$ cat src/sv/sdpd_pkg.sv
`timescale 1ns / 1ps
// Package for the SECDED (16,11) packet decoder: packet geometry constants,
// word and queue entry types shared by the interfaces and all modules.
// No dependencies.
package sdpd_pkg;

  localparam int PACKET_BYTES = 1024;
  localparam int CODEWORDS    = 504;
  localparam int DATA_BYTES   = 693;

  localparam int POS_W     = $clog2(PACKET_BYTES);
  localparam int CODE_BASE = 8;
  localparam int CODE_END  = CODE_BASE + 2 * CODEWORDS;
  localparam int LAST_POS  = PACKET_BYTES - 1;
  localparam int TAG_FIRST = 4;
  localparam int TAG_LAST  = 7;

  localparam int DAT_W  = 11;
  localparam int ACC_W  = 18;
  localparam int IDX_W  = 10;
  localparam int CNT_W  = 16;

  localparam int FIFO_DEPTH = 4;
  localparam int FIFO_AW    = $clog2(FIFO_DEPTH);

  typedef enum logic [1:0] {
    OP_CLEAR = 2'd0,
    OP_CODE  = 2'd1,
    OP_END   = 2'd2
  } op_t;

  typedef struct packed {
    logic [7:0] data_byte;
    logic       packet_start;
  } in_word_t;

  typedef struct packed {
    logic             result_kind;
    logic [7:0]       out_value;
    logic [31:0]      packet_tag;
    logic             packet_status;
    logic [CNT_W-1:0] good_count;
    logic [CNT_W-1:0] open_errors;
    logic             all_sent;
    logic             done_flag;
    logic             last_of_run;
  } out_word_t;

  // One classified work item handed from the front end to the back end.
  typedef struct packed {
    op_t              op;
    logic             ok;
    logic [DAT_W-1:0] dat;
    logic             emit0;
    logic             emit1;
    logic [31:0]      tag;
  } q_entry_t;

  localparam logic RK_DATA   = 1'b0;
  localparam logic RK_STATUS = 1'b1;

endpackage

$ cat src/sv/sdpd_ifs.sv
`timescale 1ns / 1ps
// Valid/ready stream interfaces for the input byte and result word channels.
// Depends on sdpd_pkg.
interface sdpd_in_if;
  logic               valid;
  logic               ready;
  sdpd_pkg::in_word_t data;
  modport source (output valid, output data, input ready);
  modport sink (input valid, input data, output ready);
endinterface

interface sdpd_out_if;
  logic                valid;
  logic                ready;
  sdpd_pkg::out_word_t data;
  modport source (output valid, output data, input ready);
  modport sink (input valid, input data, output ready);
endinterface

$ cat src/sv/sdpd_fifo.sv
`timescale 1ns / 1ps
// Short register queue of classified work items between front and back end.
// Depends on sdpd_pkg.
module sdpd_fifo (
  input  logic               clk,
  input  logic               rst,
  input  logic               push,
  input  sdpd_pkg::q_entry_t push_entry,
  input  logic               pop,
  output sdpd_pkg::q_entry_t head,
  output logic               empty,
  output logic               full
);

  sdpd_pkg::q_entry_t             entries [sdpd_pkg::FIFO_DEPTH];
  logic [sdpd_pkg::FIFO_AW-1:0]   wr_ptr;
  logic [sdpd_pkg::FIFO_AW-1:0]   rd_ptr;
  logic [sdpd_pkg::FIFO_AW:0]     count;

  assign head  = entries[rd_ptr];
  assign empty = (count == '0);
  assign full  = (count == (sdpd_pkg::FIFO_AW + 1)'(sdpd_pkg::FIFO_DEPTH));

  always_ff @(posedge clk) begin
    if (push) begin
      entries[wr_ptr] <= push_entry;
    end
  end

  always_ff @(posedge clk) begin
    if (rst) begin
      wr_ptr <= '0;
      rd_ptr <= '0;
      count  <= '0;
    end else begin
      if (push) begin
        wr_ptr <= wr_ptr + 1'b1;
      end
      if (pop) begin
        rd_ptr <= rd_ptr + 1'b1;
      end
      if (push && !pop) begin
        count <= count + 1'b1;
      end else if (pop && !push) begin
        count <= count - 1'b1;
      end
    end
  end

endmodule

$ cat src/sv/sdpd_front.sv
`timescale 1ns / 1ps
// Front end: accepts raw bytes, tracks the byte position and tag, decodes
// codeword pairs and queues work items. Depends on sdpd_pkg and sdpd_ifs.
module sdpd_front (
  input  logic               clk,
  input  logic               rst,
  sdpd_in_if.sink            byte_in,
  input  logic               fifo_full,
  output logic               push,
  output sdpd_pkg::q_entry_t push_entry
);

  logic [sdpd_pkg::POS_W-1:0] byte_position;
  logic [31:0]                tag_shift;
  logic [7:0]                 low_code_byte;

  logic [sdpd_pkg::POS_W-1:0] byte_position_next;
  logic [31:0]                tag_shift_next;
  logic [7:0]                 low_code_byte_next;

  logic                       accept;
  logic [sdpd_pkg::POS_W-1:0] pos;
  logic [sdpd_pkg::POS_W-1:0] off;
  logic                       in_code;
  logic [15:0]                word;
  logic [3:0]                 syn;
  logic                       par;
  logic [15:0]                fixed;
  logic [8:0]                 cw_index;
  logic [12:0]                bit_base;
  logic [sdpd_pkg::IDX_W-1:0] out_index;

  assign byte_in.ready = !fifo_full;
  assign accept        = byte_in.valid && byte_in.ready;

  assign pos = byte_in.data.packet_start ? '0 : byte_position;
  assign off = pos - sdpd_pkg::POS_W'(sdpd_pkg::CODE_BASE);
  assign in_code = (pos >= sdpd_pkg::POS_W'(sdpd_pkg::CODE_BASE)) &&
                   ({1'b0, pos} < (sdpd_pkg::POS_W + 1)'(sdpd_pkg::CODE_END)) &&
                   (pos < sdpd_pkg::POS_W'(sdpd_pkg::LAST_POS));

  assign word = {byte_in.data.data_byte, low_code_byte};

  // Syndrome is the XOR of the positions of all set bits; bit 0 carries
  // the overall parity.
  always_comb begin
    syn = '0;
    par = 1'b0;
    for (int i = 0; i < 16; i++) begin
      if (word[i]) begin
        syn = syn ^ 4'(i);
        par = ~par;
      end
    end
  end

  assign fixed = word ^ (16'd1 << syn);

  // Index of the first output byte of this codeword: floor(k * 11 / 8).
  assign cw_index  = off[sdpd_pkg::POS_W-1:1];
  assign bit_base  = {1'b0, cw_index, 3'b000} + {3'b000, cw_index, 1'b0} +
                     {4'b0000, cw_index};
  assign out_index = bit_base[12:3];

  always_comb begin
    byte_position_next = byte_position;
    tag_shift_next     = tag_shift;
    low_code_byte_next = low_code_byte;
    push               = 1'b0;
    push_entry.op      = sdpd_pkg::OP_CLEAR;
    push_entry.ok      = (syn == '0) || par;
    push_entry.dat     = {fixed[15:9], fixed[7:5], fixed[3]};
    push_entry.emit0   = ({1'b0, out_index} < (sdpd_pkg::IDX_W + 1)'(sdpd_pkg::DATA_BYTES));
    push_entry.emit1   = (({1'b0, out_index} + 1'b1) <
                          (sdpd_pkg::IDX_W + 1)'(sdpd_pkg::DATA_BYTES));
    push_entry.tag     = tag_shift;
    if (accept) begin
      if (pos == '0) begin
        tag_shift_next     = '0;
        low_code_byte_next = '0;
        push               = 1'b1;
        push_entry.op      = sdpd_pkg::OP_CLEAR;
      end
      if (pos >= sdpd_pkg::POS_W'(sdpd_pkg::TAG_FIRST) &&
          pos <= sdpd_pkg::POS_W'(sdpd_pkg::TAG_LAST)) begin
        tag_shift_next = {byte_in.data.data_byte, tag_shift[31:8]};
      end else if (in_code) begin
        if (!off[0]) begin
          low_code_byte_next = byte_in.data.data_byte;
        end else begin
          push          = 1'b1;
          push_entry.op = sdpd_pkg::OP_CODE;
        end
      end
      if (pos == sdpd_pkg::POS_W'(sdpd_pkg::LAST_POS)) begin
        push               = 1'b1;
        push_entry.op      = sdpd_pkg::OP_END;
        byte_position_next = '0;
      end else begin
        byte_position_next = pos + 1'b1;
      end
      push_entry.tag = tag_shift_next;
    end
  end

  always_ff @(posedge clk) begin
    if (rst) begin
      byte_position <= '0;
      tag_shift     <= '0;
      low_code_byte <= '0;
    end else begin
      byte_position <= byte_position_next;
      tag_shift     <= tag_shift_next;
      low_code_byte <= low_code_byte_next;
    end
  end

endmodule

$ cat src/sv/sdpd_back.sv
`timescale 1ns / 1ps
// Back end: packs decoded data bits into bytes, keeps the packet counters
// and drives the registered result channel. Depends on sdpd_pkg, sdpd_ifs.
module sdpd_back (
  input  logic                         clk,
  input  logic                         rst,
  input  logic                         cfg_wr_en,
  input  logic [sdpd_pkg::CNT_W-1:0]   cfg_wr_data,
  input  sdpd_pkg::q_entry_t           head,
  input  logic                         empty,
  output logic                         pop,
  sdpd_out_if.source                   result_out
);

  logic [sdpd_pkg::ACC_W-1:0] bit_accumulator, bit_accumulator_next;
  logic [2:0]                 pending_bits, pending_bits_next;
  logic                       packet_failed, packet_failed_next;
  logic                       second_due, second_due_next;
  logic [7:0]                 second_byte, second_byte_next;
  logic [sdpd_pkg::CNT_W-1:0] seen_packets, seen_packets_next;
  logic [sdpd_pkg::CNT_W-1:0] good_packets, good_packets_next;
  logic [sdpd_pkg::CNT_W-1:0] error_total, error_total_next;
  logic                       sent_flag, sent_flag_next;
  logic [sdpd_pkg::CNT_W-1:0] expected_packets;
  logic                       out_valid;
  sdpd_pkg::out_word_t        out_data, out_data_next;
  logic                       load;

  logic                       slot_free;
  logic [sdpd_pkg::ACC_W-1:0] acc_merged;
  logic [4:0]                 total_bits;
  logic                       two_bytes;
  logic                       em1;

  function automatic logic [sdpd_pkg::CNT_W-1:0] sat_inc(
    input logic [sdpd_pkg::CNT_W-1:0] v
  );
    return (v != '1) ? v + 1'b1 : v;
  endfunction

  assign result_out.valid = out_valid;
  assign result_out.data  = out_data;
  assign slot_free        = !out_valid || result_out.ready;

  assign acc_merged = bit_accumulator |
                      (sdpd_pkg::ACC_W'(head.dat) << pending_bits);
  assign total_bits = {2'b00, pending_bits} + 5'(sdpd_pkg::DAT_W);
  assign two_bytes  = (total_bits >= 5'd16);
  assign em1        = two_bytes && head.emit1;

  always_comb begin
    bit_accumulator_next = bit_accumulator;
    pending_bits_next    = pending_bits;
    packet_failed_next   = packet_failed;
    second_due_next      = second_due;
    second_byte_next     = second_byte;
    seen_packets_next    = seen_packets;
    good_packets_next    = good_packets;
    error_total_next     = error_total;
    sent_flag_next       = sent_flag;
    pop                  = 1'b0;
    load                 = 1'b0;
    out_data_next               = '0;
    out_data_next.result_kind   = sdpd_pkg::RK_DATA;
    out_data_next.packet_tag    = head.tag;
    if (!empty) begin
      unique case (head.op)
        sdpd_pkg::OP_CLEAR: begin
          bit_accumulator_next = '0;
          pending_bits_next    = '0;
          packet_failed_next   = 1'b0;
          pop                  = 1'b1;
        end
        sdpd_pkg::OP_CODE: begin
          if (second_due) begin
            if (slot_free) begin
              load                      = 1'b1;
              out_data_next.out_value   = second_byte;
              out_data_next.last_of_run = 1'b1;
              second_due_next           = 1'b0;
              pop                       = 1'b1;
            end
          end else if (packet_failed) begin
            pop = 1'b1;
          end else if (!head.ok) begin
            packet_failed_next = 1'b1;
            pop                = 1'b1;
          end else if (!head.emit0 || slot_free) begin
            if (two_bytes) begin
              bit_accumulator_next = acc_merged >> 16;
              pending_bits_next    = 3'(total_bits - 5'd16);
            end else begin
              bit_accumulator_next = acc_merged >> 8;
              pending_bits_next    = 3'(total_bits - 5'd8);
            end
            if (head.emit0) begin
              load                      = 1'b1;
              out_data_next.out_value   = acc_merged[7:0];
              out_data_next.last_of_run = !em1;
            end
            if (head.emit0 && em1) begin
              second_due_next  = 1'b1;
              second_byte_next = acc_merged[15:8];
            end else begin
              pop = 1'b1;
            end
          end
        end
        sdpd_pkg::OP_END: begin
          if (slot_free) begin
            if (packet_failed) begin
              if (!sent_flag) begin
                error_total_next  = sat_inc(error_total);
                seen_packets_next = sat_inc(seen_packets);
              end
            end else begin
              good_packets_next = sat_inc(good_packets);
              if (!sent_flag) begin
                seen_packets_next = sat_inc(seen_packets);
              end else if (error_total != '0) begin
                error_total_next = error_total - 1'b1;
              end
            end
            if (!sent_flag && seen_packets_next == expected_packets) begin
              sent_flag_next = 1'b1;
            end
            load                        = 1'b1;
            pop                         = 1'b1;
            out_data_next.result_kind   = sdpd_pkg::RK_STATUS;
            out_data_next.packet_status = packet_failed;
            out_data_next.good_count    = good_packets_next;
            out_data_next.open_errors   = error_total_next;
            out_data_next.all_sent      = sent_flag_next;
            out_data_next.done_flag     = sent_flag_next && (error_total_next == '0);
            out_data_next.last_of_run   = 1'b1;
          end
        end
        default: begin
          pop = 1'b1;
        end
      endcase
    end
  end

  always_ff @(posedge clk) begin
    if (load) begin
      out_data <= out_data_next;
    end
    second_byte <= second_byte_next;
  end

  always_ff @(posedge clk) begin
    if (rst) begin
      bit_accumulator  <= '0;
      pending_bits     <= '0;
      packet_failed    <= 1'b0;
      second_due       <= 1'b0;
      seen_packets     <= '0;
      good_packets     <= '0;
      error_total      <= '0;
      sent_flag        <= 1'b0;
      expected_packets <= sdpd_pkg::CNT_W'(1);
      out_valid        <= 1'b0;
    end else begin
      bit_accumulator <= bit_accumulator_next;
      pending_bits    <= pending_bits_next;
      packet_failed   <= packet_failed_next;
      second_due      <= second_due_next;
      seen_packets    <= seen_packets_next;
      good_packets    <= good_packets_next;
      error_total     <= error_total_next;
      sent_flag       <= sent_flag_next;
      if (cfg_wr_en) begin
        expected_packets <= cfg_wr_data;
      end
      if (load) begin
        out_valid <= 1'b1;
      end else if (result_out.ready) begin
        out_valid <= 1'b0;
      end
    end
  end

endmodule

$ cat src/sv/secded_16_11_packet_decoder_unit.sv
`timescale 1ns / 1ps
// A result word passes through the queue and the result register; the second
// data byte of a codeword follows as a later word. Throughput: one input byte
// per cycle while the queue has space; the result register issues one word per
// cycle while the receiver is ready, so a codeword that yields two bytes holds
// the back end until both words are issued. Reset (rst, synchronous, active
// high) clears position, tag, counters and the queue, and sets expected_packets to 1.
module secded_16_11_packet_decoder_unit (
  input  logic         clk,
  input  logic         rst,
  sdpd_in_if.sink      byte_in,
  sdpd_out_if.source   result_out,
  input  logic         cfg_wr_en,
  input  logic [15:0]  cfg_wr_data
);

  // The front end only needs queue space to take a byte. Bytes that change
  // nothing downstream (header bytes, the low half of a codeword) never
  // enter the queue, so the back end sees roughly one item per two bytes.
  logic               push;
  logic               pop;
  logic               fifo_full;
  logic               fifo_empty;
  sdpd_pkg::q_entry_t push_entry;
  sdpd_pkg::q_entry_t head;

  // Front end: byte position, tag capture and the syndrome decode of each
  // completed codeword. A work item carries the tag that was current when
  // it was queued, so status words keep the tag of their own packet.
  sdpd_front u_front (
    .clk        (clk),
    .rst        (rst),
    .byte_in    (byte_in),
    .fifo_full  (fifo_full),
    .push       (push),
    .push_entry (push_entry)
  );

  // Decouples the two halves so that an output stall does not stop intake
  // until the queue fills.
  sdpd_fifo u_fifo (
    .clk        (clk),
    .rst        (rst),
    .push       (push),
    .push_entry (push_entry),
    .pop        (pop),
    .head       (head),
    .empty      (fifo_empty),
    .full       (fifo_full)
  );

  // Back end: bit packing, the failure flag that suppresses output after an
  // uncorrectable codeword, end of packet counters and the result register.
  sdpd_back u_back (
    .clk         (clk),
    .rst         (rst),
    .cfg_wr_en   (cfg_wr_en),
    .cfg_wr_data (cfg_wr_data),
    .head        (head),
    .empty       (fifo_empty),
    .pop         (pop),
    .result_out  (result_out)
  );

endmodule

$ cat src/flat_wrapper.sv
// flat-port wrapper written by rule: the top's interface ports become plain ports
module secded_16_11_packet_decoder_unit_flat 
  (clk, rst, cfg_wr_en, cfg_wr_data, byte_in_valid, byte_in_data, byte_in_ready, result_out_valid, result_out_data, result_out_ready);
  sdpd_in_if byte_in_i ();
  sdpd_out_if result_out_i ();
  input  logic clk;
  input  logic rst;
  input  logic cfg_wr_en;
  input  logic [15:0] cfg_wr_data;
  input wire logic [$bits(byte_in_i.valid)-1:0] byte_in_valid;
  input wire logic [$bits(byte_in_i.data)-1:0] byte_in_data;
  output wire logic [$bits(byte_in_i.ready)-1:0] byte_in_ready;
  output wire logic [$bits(result_out_i.valid)-1:0] result_out_valid;
  output wire logic [$bits(result_out_i.data)-1:0] result_out_data;
  input wire logic [$bits(result_out_i.ready)-1:0] result_out_ready;
  assign byte_in_i.valid = byte_in_valid;
  assign byte_in_i.data = byte_in_data;
  assign byte_in_ready = byte_in_i.ready;
  assign result_out_valid = result_out_i.valid;
  assign result_out_data = result_out_i.data;
  assign result_out_i.ready = result_out_ready;
  secded_16_11_packet_decoder_unit u_core (.clk(clk), .rst(rst), .byte_in(byte_in_i), .result_out(result_out_i), .cfg_wr_en(cfg_wr_en), .cfg_wr_data(cfg_wr_data));
endmodule
$ cat config.mk
export PLATFORM = sky130hd
export DESIGN_NAME = secded_16_11_packet_decoder_unit_flat
export DESIGN_NICKNAME = d
export VERILOG_FILES = /design/src/sv/sdpd_pkg.sv /design/src/sv/sdpd_ifs.sv /design/src/sv/sdpd_fifo.sv /design/src/sv/sdpd_front.sv /design/src/sv/sdpd_back.sv /design/src/sv/secded_16_11_packet_decoder_unit.sv /design/src/flat_wrapper.sv
export SDC_FILE = /design/constraint.sdc
export NUM_CORES = 1
export LEC_CHECK = 0
export BUFFER_PORTS_ARGS = -buffer_cell sky130_fd_sc_hd__buf_4
export CAP_MARGIN = 20
export CORE_MARGIN = 3
export CORE_UTILIZATION = 65
export CTS_CLUSTER_SIZE = 16
export DETAILED_ROUTE_END_ITERATION = 12
export MAX_ROUTING_LAYER = met4
export PLACE_DENSITY = 0.86
export SLEW_MARGIN = 15
export SYNTH_ARGS = -nofsm -noshare
export SYNTH_HDL_FRONTEND = slang
export SYNTH_SLANG_ARGS = --single-unit
$ cat constraint.sdc
create_clock -name clk -period 15.3 [get_ports clk]
set_input_delay 3.06 -clock clk [delete_from_list [all_inputs] [get_ports clk]]
set_output_delay 3.06 -clock clk [all_outputs]
set_load 0.01 [all_outputs]
Word level (Yosys, flattened, before mapping)
Memories as Yosys holds them, arrays and structs flattened. A register that Yosys moved wholly into a read port is not among the register bits. Cells that the tools add are included. Widths: inputs -> output; s select.

Register bits: 231. Bits in writable memories: 192. Word-level logic and storage cells: 267. Memories: 1.

Add/sub/neg operators: 16. Order comparisons: 8. Equal/unequal tests: 12. Shift operators: 2. Muxes and demuxes: 128. Bitwise gates (word level): 37. Reductions and logical operators: 37.

Memory list: u_core.u_fifo.entries (words 4, bits a word 48, rd ports 1, clocked after Yosys merged registers in 1, write ports 1, RTL line sdpd_fifo.sv:15) `sdpd_pkg::q_entry_t entries [sdpd_pkg::FIFO_DEPTH];`.

Operator list (number): $mux 16 (15); $mux 32 (3); $mux 8 (10); $mux 18 (4); $mux 1 (62); $add 16x1->16 const B (3); $ne 16x16->1 const B (3); $pmux 18 s2 (1); $mux 3 (11); $mux 4 (8); $lt 10x10->1 const B (3); $mux 10 (3); $not 1->1 (21); $or 18x18->18 (1); $shl 11x3->18 (1); $eq 16x16->1 (1); $logic_not 16->1 (1); $reduce_bool 16->1 (1); $shl 1x4->16 const A (1); $sub 16x1->16 const B (1); $xor 16x16->16 (1); $add 12x10->13 (1); $add 13x9->13 (1); $mux 2 (6); 37 further kinds (77).

Longest topological paths before layout
Gate-level depths: netlist of the first run.

Depth in word-level cells: 32. Gate-level depth with buffers: 16. Mapped depth without buffers: 15.

By module
Synthesis of the first run repeated with hierarchy kept, for this count alone.

Cells, all modules: 1622. Area total of the unflattened synthesis: 19376.1 um^2.

By module, submodules not included: sdpd_back (times used 1, cells each 885, area each 8470.6 um^2, seq. area each 4174.0 um^2); sdpd_fifo (times used 1, cells each 294, area each 7347.0 um^2, seq. area each 5945.7 um^2); sdpd_front (times used 1, cells each 443, area each 3558.4 um^2, seq. area each 1001.0 um^2).

Worst setup path after synthesis of the first run
No wires, ideal clock.

Kind: input port to flip-flop. From: input result_out_ready. To: register u_core.u_back.out_data, in the netlist u_core.u_back.result_out.data[0] (enable). Arrival time: 7109 ps. Data required time: 14760 ps. Setup slack: 7651 ps. Stages on the path: 4. Cell sequence: nor2b_1 -> nor2_1 -> nand2_1 -> a21oi_1.

Longest elaborated chain between the ends: 8.

RTL lines: start: declaration (RTL line flat_wrapper.sv:15) `input wire logic [$bits(result_out_i.ready)-1:0] result_out_ready;`; $logic_or 1x1->1 * (RTL line sdpd_back.sv:43) `assign slot_free = !out_valid || result_out.ready;`; $logic_or 1x1->1 (RTL line sdpd_back.sv:88) `end else if (!head.emit0 || slot_free) begin`; $mux 1 (RTL line sdpd_back.sv:88); $mux 1 (RTL line sdpd_back.sv:85) `end else if (!head.ok) begin`; $mux 1 (RTL line sdpd_back.sv:83) `end else if (packet_failed) begin`; $mux 1 (RTL line sdpd_back.sv:75) `if (second_due) begin`; $pmux 1 s2 * (RTL line sdpd_back.sv:67) `unique case (head.op)`; $mux 1 * (RTL line sdpd_back.sv:66) `if (!empty) begin`; via u_core.u_back.load (RTL line sdpd_back.sv:27) `logic load;`; end signal: assignment (RTL line sdpd_back.sv:147) `out_data <= out_data_next;`; end: declaration (RTL line sdpd_back.sv:26) `sdpd_pkg::out_word_t out_data, out_data_next;`.

The timed path passes the listed nets; every way through them passes the cells marked *. A chain may end at the register's enable or synchronous reset.

==> results of run 1 <==
-- synth_stat cells, types with 32 or more instances --
| library cell | n |
|---|---|
| mux2i_1 | 39 |
| xor2_1 | 55 |
| nor2_1 | 155 |
| mux4_2 | 48 |
| a22o_1 | 33 |
| o21ai_0 | 51 |
| nand2_1 | 119 |
| nand3_1 | 51 |
| ha_1 | 32 |
| dfxtp_1 | 140 |
| inv_1 | 42 |
| a21oi_1 | 54 |
| clkbuf_1 | 65 |
| edfxtp_1 | 277 |
| xnor2_1 | 70 |
| nor2b_1 | 49 |
-- worst min-delay path by stage --
stage | end | depth (start not counted)
detailed placement | u_core.u_back.bit_accumulator[7] | 2
global route | u_core.u_back.bit_accumulator[8] | 2
finish | u_core.u_back.bit_accumulator[7] | 2
CTS | u_core.u_back.bit_accumulator[7] | 2
floorplan | u_core.u_back.bit_accumulator[7] | 2
global placement | u_core.u_back.bit_accumulator[8] | 2
-- metal layers --
| metal | vias up | track usage | routed length (um) |
|---|---|---|---|
| met3 | 79 | 0.0321 | 2630 |
| li1 | 6018 | - | - |
| met2 | 502 | 0.437 | 20600 |
| met4 | 0 | 0.0877 | 945 |
| met1 | 6390 | 0.364 | 17200 |
| met5 | - | - | 0 |
-- cells by family (layout without fill, tap and decap cells) --
| group | Yosys count | after routing | share of synthesized area |
|---|---|---|---|
| simple gates | 533 | 533 | 0.141 |
| flops | 417 | 417 | 0.577 |
| compound gates | 255 | 255 | 0.0919 |
| buf+inv | 146 | 238 | 0.0314 |
| xor+xnor | 125 | 125 | 0.0568 |
| mux | 90 | 90 | 0.0781 |
| fa+ha+maj | 35 | 35 | 0.0239 |
-- sequential cells by signal, indices dropped and copies added (netlist names), named ones only --
name,count
u_core.u_fifo.entries,192
u_core.u_back.result_out.data,77
u_core.u_front.tag_shift,32
u_core.u_back.error_total,16
u_core.u_back.expected_packets,16
u_core.u_back.good_packets,16
u_core.u_back.seen_packets,16
u_core.u_back.bit_accumulator,10
u_core.u_front.byte_position,10
u_core.u_back.second_byte,8
u_core.u_front.low_code_byte,8
u_core.u_back.pending_bits,3
u_core.u_fifo.count,3
u_core.u_fifo.rd_ptr,2
u_core.u_fifo.wr_ptr,2
u_core.u_back.packet_failed,1
u_core.u_back.result_out.valid,1
u_core.u_back.second_due,1
u_core.u_back.sent_flag,1
-- per-stage QoR --
step / power (uW) / util / instances
floorplan: 1900 / - / 1601
global placement: 2090 / 0.699 / 2003
detailed placement: 2120 / 0.699 / 2003
CTS: 3090 / 0.744 / 2076
global route: 3210 / 0.744 / 2077
finish: 3080 / 0.744 / 2077
-- cell type report --
type	instances	share of cell area
well taps	384	0.0223
repair buffers	121	0.0428
flip-flops and latches	417	0.517
multi-input cells	1038	0.351
inverters	44	0.00767
clock inverters	16	0.00842
clock buffers	57	0.0513
-- critical path: stages --
cell and delay (ns):
buf_4 0.18, inv_1 0.36, nand2_1 0.20, ha_1 0.40, fa_1 0.39, ha_1 0.46
or4b_2 0.61, o2111ai_1 0.12, nor2_1 0.13, nor4_4 0.35, a21oi_1 0.15, o311ai_0 0.34
o211ai_1 0.22
-- power groups by stage --
stage	clock [uW]	sequential (uW)	combinational (uW)
finish	969	1440	677
global route	1030	1450	734
CTS	982	1450	659
detailed placement	0	1470	649
global placement	0	1460	628
floorplan	0	1460	442
==> reports/qor.txt, run 1 <==
Clock latency on the worst-skew pair: 0.54 ns
Die Y: 178 um
Relative slew slack: 0.353
Synth unique cells: 83
TritonCTS sink count: 417
Final hold violation count: 0
Largest net degree at the start of global routing: 89
Share of the synthesized area in the top cell type: 0.432
Multi-input gate area: 7560 sq um
Initial core utilization: 0.666
Peak supply drop: 80.0 uV
Worst Hold Slack: 0.503 ns
Final setup margin: 8.54 ns
RR Startpoint: u_core.u_front.byte_position[3]
YS warnings: 0
Grt ovf: 0
Port bufs: 108
Number of synthesized flops with an enable pin: 277
# fillers: 1832
Setup violators final: 0
Inserted Clock Buffers: 40
Comb pwr share: 0.220
Sequential cell area: 11100 sq um
Synth async-reset ratio: 0
Clock network fraction of total power: 0.314
Flop-to-flop setup slack: 10.80 ns
Commonest non-fill, non-tap cell in the layout: edfxtp_1
Post-route ant nets: 0
Crit path to: u_core.u_fifo.entries[3][32]
Final min period: 6.76 ns
Drt pass-1 iters: 7
# diodes: 0
Worst hold path startpoint: u_core.u_back.bit_accumulator[7]
Pre-CTS WS: 8.06 ns
Seq cells post-synth: 417
Fmax: 0.148 GHz
Finished Cell Area: 21500 sq um
Post-Syn Area per Cell: 12.0 sq um
Synth top area cells: edfxtp_1, dfxtp_1, mux4_2
Bufs on Longest Clock Path: 3
Postcts setup bufs: 0
Final Max Tran Viols: 0
Vias in the first global route: 12700
Global-route wire length before repair: 66.6 mm
Switching pwr: 878 uW
Number of DRC markers in iteration 0: 1298
I/O pins: 109
Max Cap Viol: 0
CP arrival: 6.98 ns
Leakage: 0.00746 uW
Post-route DRC: 0
Reg-to-reg endpoint: u_core.u_fifo.entries[3][32]
RSZ-0062 raised after global routing: no
Startpoint types: primary input
H-tree depth: 2
Least-Margin Pin Slew: 0.971 ns
Cells after synthesis: 1601
CORE AREA: 28900 sq um
Critical path type: in2reg
Clk slew on worst S/H paths: 0.06 ns
Status: finished clean
Mapped Nets: 1666
Area Growth Syn to Fin: 11.8%
# resized after CTS: 0
Worst Clk Skew: 0.0237 ns
CTS tree: done
Post-cts hold buffer count: 0
Post-synth top flop: edfxtp_1
Total Nets Final: 1727
Sequential share of the synthesized area: 0.577
Share of layout cells above drive strength 1: 0.158
Via count: 13000
Part of the cycle the worst path needs: 0.442
Tightest Hold Check Type: reg2reg
Rows: 62
Total GRT Usage: 0.271
Worst EP required: 15.52 ns
Die width: 178 um
Cell area power density: 143 nW/um^2
Initial antenna violation count: 0
Sw frac: 0.285
Mapped cell area: 19300 sq um
Worst setup EP type: register
Internal power: 2200 uW
Setup_tns: 0 ns
Highest-count cells in the layout ignoring fill and taps: edfxtp_1, nor2_1, dfxtp_1
GPL Wtd Cong: 0.933
Die area: 31700 sq um
Synth area leader: edfxtp_1
WL/cell: 19.9 um
Vias/cell: 6.25
Crit path max fanout: 21
R2R depth: 12
Post-DP HPWL: 25.5 mm
Root Buffer: clkbuf_16
Routed Wire Length: 41.4 mm
Post-Place Cell Area: 20200 sq um
Sequential share of power: 0.466
CP startpoint: byte_in_data[0]
Note: power is estimated with default switching activity, not from simulation.
==> run 2: changes to the inputs <==
- CORE_UTILIZATION: 65 -> 55
- PLACE_DENSITY: 0.86 -> 0.78
- clock period: 15.3 -> 6.2 ns (I/O delays scaled with it)
==> run 2 against run 1 <==
Clock skew fell by 0.0083 ns. Sequential share of layout area fell by 0.85 points. Non-clock buffer count rose by 1. Core utilization fell by 10 points. Final cell count rose by 3.5%. Clock power rose to 2.7 times the previous value. Power rose to 2.6 times the previous value. Highest routed layer unchanged.
==> reports/qor.txt, run 2 (synthesis results as in run 1) <==
Status: finished clean
Worst hold path depth: 2
Tightest Hold Check Type: reg2reg
Port bufs: 108
Leakage: 0.00759 uW
Vias in the first global route: 12300
Inserted Clock Buffers: 43
Flop-to-flop setup slack: 1.66 ns
Final min period: 4.91 ns
Least-Margin Pin Slew: 0.991 ns
Commonest non-fill, non-tap cell in the layout: edfxtp_1
Post-cts hold buffer count: 0
Total Nets Final: 1731
CP Cell Sequence: buf_4 > inv_1 > nand2_1 > ha_1 > fa_1 > ha_1 > or4b_2 > o2111ai_1 > nor2_1 > nor4_4 > nand4b_1 > a211o_1 > nand4_1 > o211ai_1
Startpoint types: primary input
Highest-count cells in the layout ignoring fill and taps: edfxtp_1, nor2_1, dfxtp_1
Peak supply drop: 223 uV
I/O pins: 109
Drt pass-1 iters: 6
RR Startpoint: u_core.u_front.byte_position[3]
H-tree depth: 2
Part of the cycle the worst path needs: 0.792
Area Growth Syn to Fin: 13.7%
Setup violators final: 0
CP arrival: 5.15 ns
Post-route ant nets: 0
Post-route DRC: 0
Via count: 12700
WL/cell: 18.8 um
Reg with most FFs: u_core.u_fifo.entries
Worst hold path startpoint: u_core.u_back.bit_accumulator[7]
# fillers: 2579
Hold Path End: u_core.u_back.bit_accumulator[7]
Crit path max fanout: 21
CORE AREA: 34000 sq um
Delay-heaviest family, CP: simple AND/OR/NAND/NOR gates
Final Max Tran Viols: 0
Buf/Inv on CP: 2
Die area: 37300 sq um
GPL Wtd Cong: 0.930
Cell area power density: 359 nW/um^2
Die Y: 193 um
Number of DRC markers in iteration 0: 1127
CP startpoint: byte_in_data[0]
Routed Wire Length: 40.3 mm
Largest register FFs: 192
Sequential cell area: 11100 sq um
Worst setup EP type: register
Global-route wire length before repair: 65.5 mm
Final hold violation count: 0
# resized after CTS: 0
Bufs on Longest Clock Path: 3
CP most frequent cell: ha_1
Share of layout cells above drive strength 1: 0.167
TritonCTS sink count: 417
Clock latency on the worst-skew pair: 0.54 ns
Power, Total: 7860 uW
Die width: 193 um
Total GRT Usage: 0.226
Root Buffer: clkbuf_16
Initial core utilization: 0.566
Critical path type: in2reg
CTS tree: done
Setup_tns: 0 ns
Initial antenna violation count: 1
RSZ-0062 raised after global routing: no
Fmax: 0.204 GHz
Post-DP HPWL: 26.5 mm
R2R depth: 13
Reg-to-reg endpoint: u_core.u_fifo.entries[2][32]
Clk slew on worst S/H paths: 0.05 ns
Worst EP required: 6.44 ns
Multi-input gate area: 7560 sq um
Vias/cell: 5.92
Grt ovf: 0
Max Cap Viol: 0
Max incr delay on CP: 0.61 ns
Crit path max-delay cell type: or4b_2
Rows: 67
Relative slew slack: 0.339
Largest net degree at the start of global routing: 74
Postcts setup bufs: 0
Worst Clk Skew: 0.0154 ns
==> run 2: worst min-delay path, delay by kind of cell (launching register included) <==
kind | cells | cell delay, ns
and+or+nand+nor | 1 | 0.07
AOI/OAI and AO/OA | 1 | 0.07
DFF | 1 | 0.33
==> run 2: how the worst max path moves through the flow <==
stage | to | slack (ns) | cells past startpoint
CTS | u_core.u_fifo.entries[0][32] | 1.36 | 13
detailed placement | u_core.u_fifo.entries[2][32] | 0.77 | 13
global route | u_core.u_fifo.entries[2][32] | 1.06 | 13
floorplan | u_core.u_fifo.entries[0][32] | 1.19 | 14
finish | u_core.u_fifo.entries[2][32] | 1.29 | 14
global placement | u_core.u_fifo.entries[0][32] | 0.86 | 14
==> run 2: where the power goes <==
part           internal, uW  leakage [uW]  switching (uW)  total (uW)
Combinational           709       0.00325             915        1620
Clock                  1600      0.000738            1060        2660
Sequential             3360       0.00361             214        3580
==> run 2: layout make-up <==
cell class,count,share of cell area
well taps,448,0.0256
repair buffers,122,0.0450
multi-input cells,1038,0.345
clock buffers,58,0.0574
diodes,1,0.000114
clock inverters,21,0.0110
flip-flops and latches,417,0.508
inverters,44,0.00754
==> run 2: through the flow <==
stage                util  setup WS [ns]  cell area [sq um]  hold slack [ns]  cells
detailed placement  0.599          0.768              20400            0.485   2069
global placement    0.598          0.862              20400            0.469   2068
finish              0.643           1.29              21900            0.512   2149
global route        0.643           1.06              21900            0.533   2149
floorplan               -           1.19              19300            0.457   1601
CTS                 0.643           1.36              21900            0.503   2148
==> run 2: per-layer routing <==
metal  global-route usage  share of wire
met2                0.362           0.49
met3               0.0300          0.054
met4               0.0548          0.016
met5                    -              0
met1                0.311           0.44
==> run 3: changes to the inputs <==
- ABC_AREA: default -> 1
- CORE_UTILIZATION: 55 -> 56
- PLACE_DENSITY: 0.78 -> 0.79
- clock period: 6.2 -> 4.05 ns (I/O delays scaled with it)
==> run 3 against run 2 <==
Clock skew rose by 0.014 ns. Combinational power up 140%. Worst hold slack got worse by 0.049 ns. Clock power is 62% higher. Critical endpoint unchanged. Power grew 75%. Sequential share of layout area down 2.9 points. Synthesized cell count grew 47%. Die area rose by 4.0%. Count of clock-buffer cells in the layout shrank 7. Global-route usage is 2.9 points higher. Flip-flop and latch count did not move. Worst setup slack worse by 0.80 ns.
==> reports/qor.txt, run 3 <==
Status: finished clean
Highest-count cells in the layout ignoring fill and taps: nand2_1, edfxtp_1, nor2_1
Rows: 69
RSZ-0062 raised after global routing: no
# resized after CTS: 0
Worst Hold Slack: 0.463 ns
Vias/cell: 5.67
Postcts setup bufs: 0
Port bufs: 108
Share of layout cells above drive strength 1: 0.107
Largest net degree at the start of global routing: 86
Synth unique cells: 58
Startpoint types: primary input
Max Cap Viol: 0
Post-route ant nets: 0
Die Y: 197 um
Setup_tns: 0 ns
Drt pass-1 iters: 5
Inserted Clock Buffers: 43
Worst setup EP type: register
GPL Wtd Cong: 0.939
Top-count cell post-synth: nand2_1
Post-cts hold buffer count: 0
Die area: 38800 sq um
Total Nets Final: 2495
Finished Cell Area: 23200 sq um
Post-layout util: 0.650
Mapped Nets: 2421
Root Buffer: clkbuf_16
Die width: 197 um
CP arrival: 3.86 ns
CORE AREA: 35700 sq um
Initial antenna violation count: 0
Final hold violation count: 0
Post-DP HPWL: 31.4 mm
CTS tree: done
Grt ovf: 0
Worst EP required: 4.35 ns
Peak supply drop: 351 uV
Post-Place Cell Area: 21700 sq um
Cells after synthesis: 2356
Setup violators final: 0
Least-Margin Pin Slew: 1.02 ns
Crit path max fanout: 8
Synth top area cells: edfxtp_1, dfxtp_1, nand2_1
Number of synthesized flops with an enable pin: 277
Cell area power density: 594 nW/um^2
Fin cells: 2926
Most instantiated cells after synthesis: nand2_1, edfxtp_1, nor2_1, inv_1, o21ai_0
Bufs on Longest Clock Path: 3
H-tree depth: 2
TritonCTS sink count: 417
Largest register FFs: 192
Final Max Tran Viols: 0
I/O pins: 109
Initial core utilization: 0.571
# diodes: 0
Reg with most FFs: u_core.u_fifo.entries
Vias in the first global route: 16200
Post-synth top flop: edfxtp_1
Share of the synthesized area in the top cell type: 0.407
Post-route DRC: 0
Seq cells post-synth: 417
# fillers: 2811
Worst Clk Skew: 0.0294 ns
Area Growth Syn to Fin: 13.8%
Sequential share of the synthesized area: 0.544
Critical path type: in2reg
Global-route wire length before repair: 78.3 mm
WL/cell: 16.5 um
Total GRT Usage: 0.254
Mapped cell area: 20400 sq um
Synth area leader: edfxtp_1
Leakage: 0.00960 uW
Fmax: 0.281 GHz
Placed Cells: 2846
Synth async-reset ratio: 0
Commonest non-fill, non-tap cell in the layout: nand2_1
Via count: 16600
Post-Syn Area per Cell: 8.67 sq um
Final min period: 3.56 ns
Clock latency on the worst-skew pair: 0.59 ns
Routed Wire Length: 48.3 mm
Tightest Hold Check Type: in2reg
Relative slew slack: 0.319
YS warnings: 0
Number of DRC markers in iteration 0: 1382
Part of the cycle the worst path needs: 0.879
Clk slew on worst S/H paths: 0.06 ns
## run 3: worst paths after layout
check                                        start                           endpoint  slack (ns)  cells after the start
hold reg to reg   u_core.u_back.bit_accumulator[4]   u_core.u_back.bit_accumulator[4]        0.46                      2
setup reg to reg     u_core.u_back.pending_bits[1]             u_core.u_fifo.count[2]        0.56                     19
hold / removal                           cfg_wr_en  u_core.u_back.expected_packets[0]        0.46                      2
setup / recovery                   byte_in_data[0]       u_core.u_fifo.entries[2][32]        0.49                     24
## run 3: per-stage QoR
step | setup slack [ns] | total power [uW]
2_1_floorplan | -0.440 | 8170
3_3_place_gp | 0.0413 | 9370
3_5_place_dp | -0.0278 | 9520
4_1_cts | 0.555 | 13800
5_1_grt | 0.0593 | 14500
6_report | 0.490 | 13800
## run 3: kinds of logic (layout without fill, tap and decap cells)
group | after synthesis | after routing | synth area share
compound gates | 407 | 407 | 0.108
xor+xnor | 81 | 81 | 0.0351
fa+ha+maj | 35 | 35 | 0.0225
buf+inv | 327 | 436 | 0.0631
flops | 417 | 417 | 0.544
mux | 1 | 1 | 0.000490
simple gates | 1088 | 1088 | 0.226
## run 3: power breakdown
group          total, uW  leakage (uW)  internal [uW]  switching (uW)
Combinational       3890       0.00509           1230            2660
Clock               4300      0.000754           2620            1680
Sequential          5600       0.00375           5290             310
## run 3: worst max-delay path, cell delays in order
cell,delay (ns)
buf_4,0.13
inv_2,0.19
nand2_2,0.10
inv_2,0.12
nor2_4,0.06
nand2_1,0.12
nand2_1,0.09
nand2_1,0.09
nand2_1,0.07
o21ai_0,0.09
inv_1,0.06
ha_1,0.27
ha_1,0.39
nand2_1,0.12
inv_1,0.07
nand4_1,0.08
o211ai_1,0.11
nand2_1,0.11
o31ai_1,0.31
nand2_1,0.09
inv_1,0.10
o21ai_1,0.08
nor2_1,0.10
nand2_1,0.09
## run 3: metal layers
metal  vias up  routed length [um]  track usage  part of all wire
li1       8051                   -            -                 -
met1      7812               19900        0.310              0.41
met2       620               23900        0.435              0.50
met3        98                3250       0.0350             0.067
met4         0                1160       0.0945             0.024
met5         -                   0            -                 0
## run 3: final cells by class
type,count,area [sq um],share of cell area
sequential,417,11100,0.479
multi-input combinational,1612,8050,0.347
clock inverter,29,432,0.0186
clock buffer,51,1120,0.0480
inverter,219,826,0.0355
timing repair buffer,137,1110,0.0478
tap,461,577,0.0248
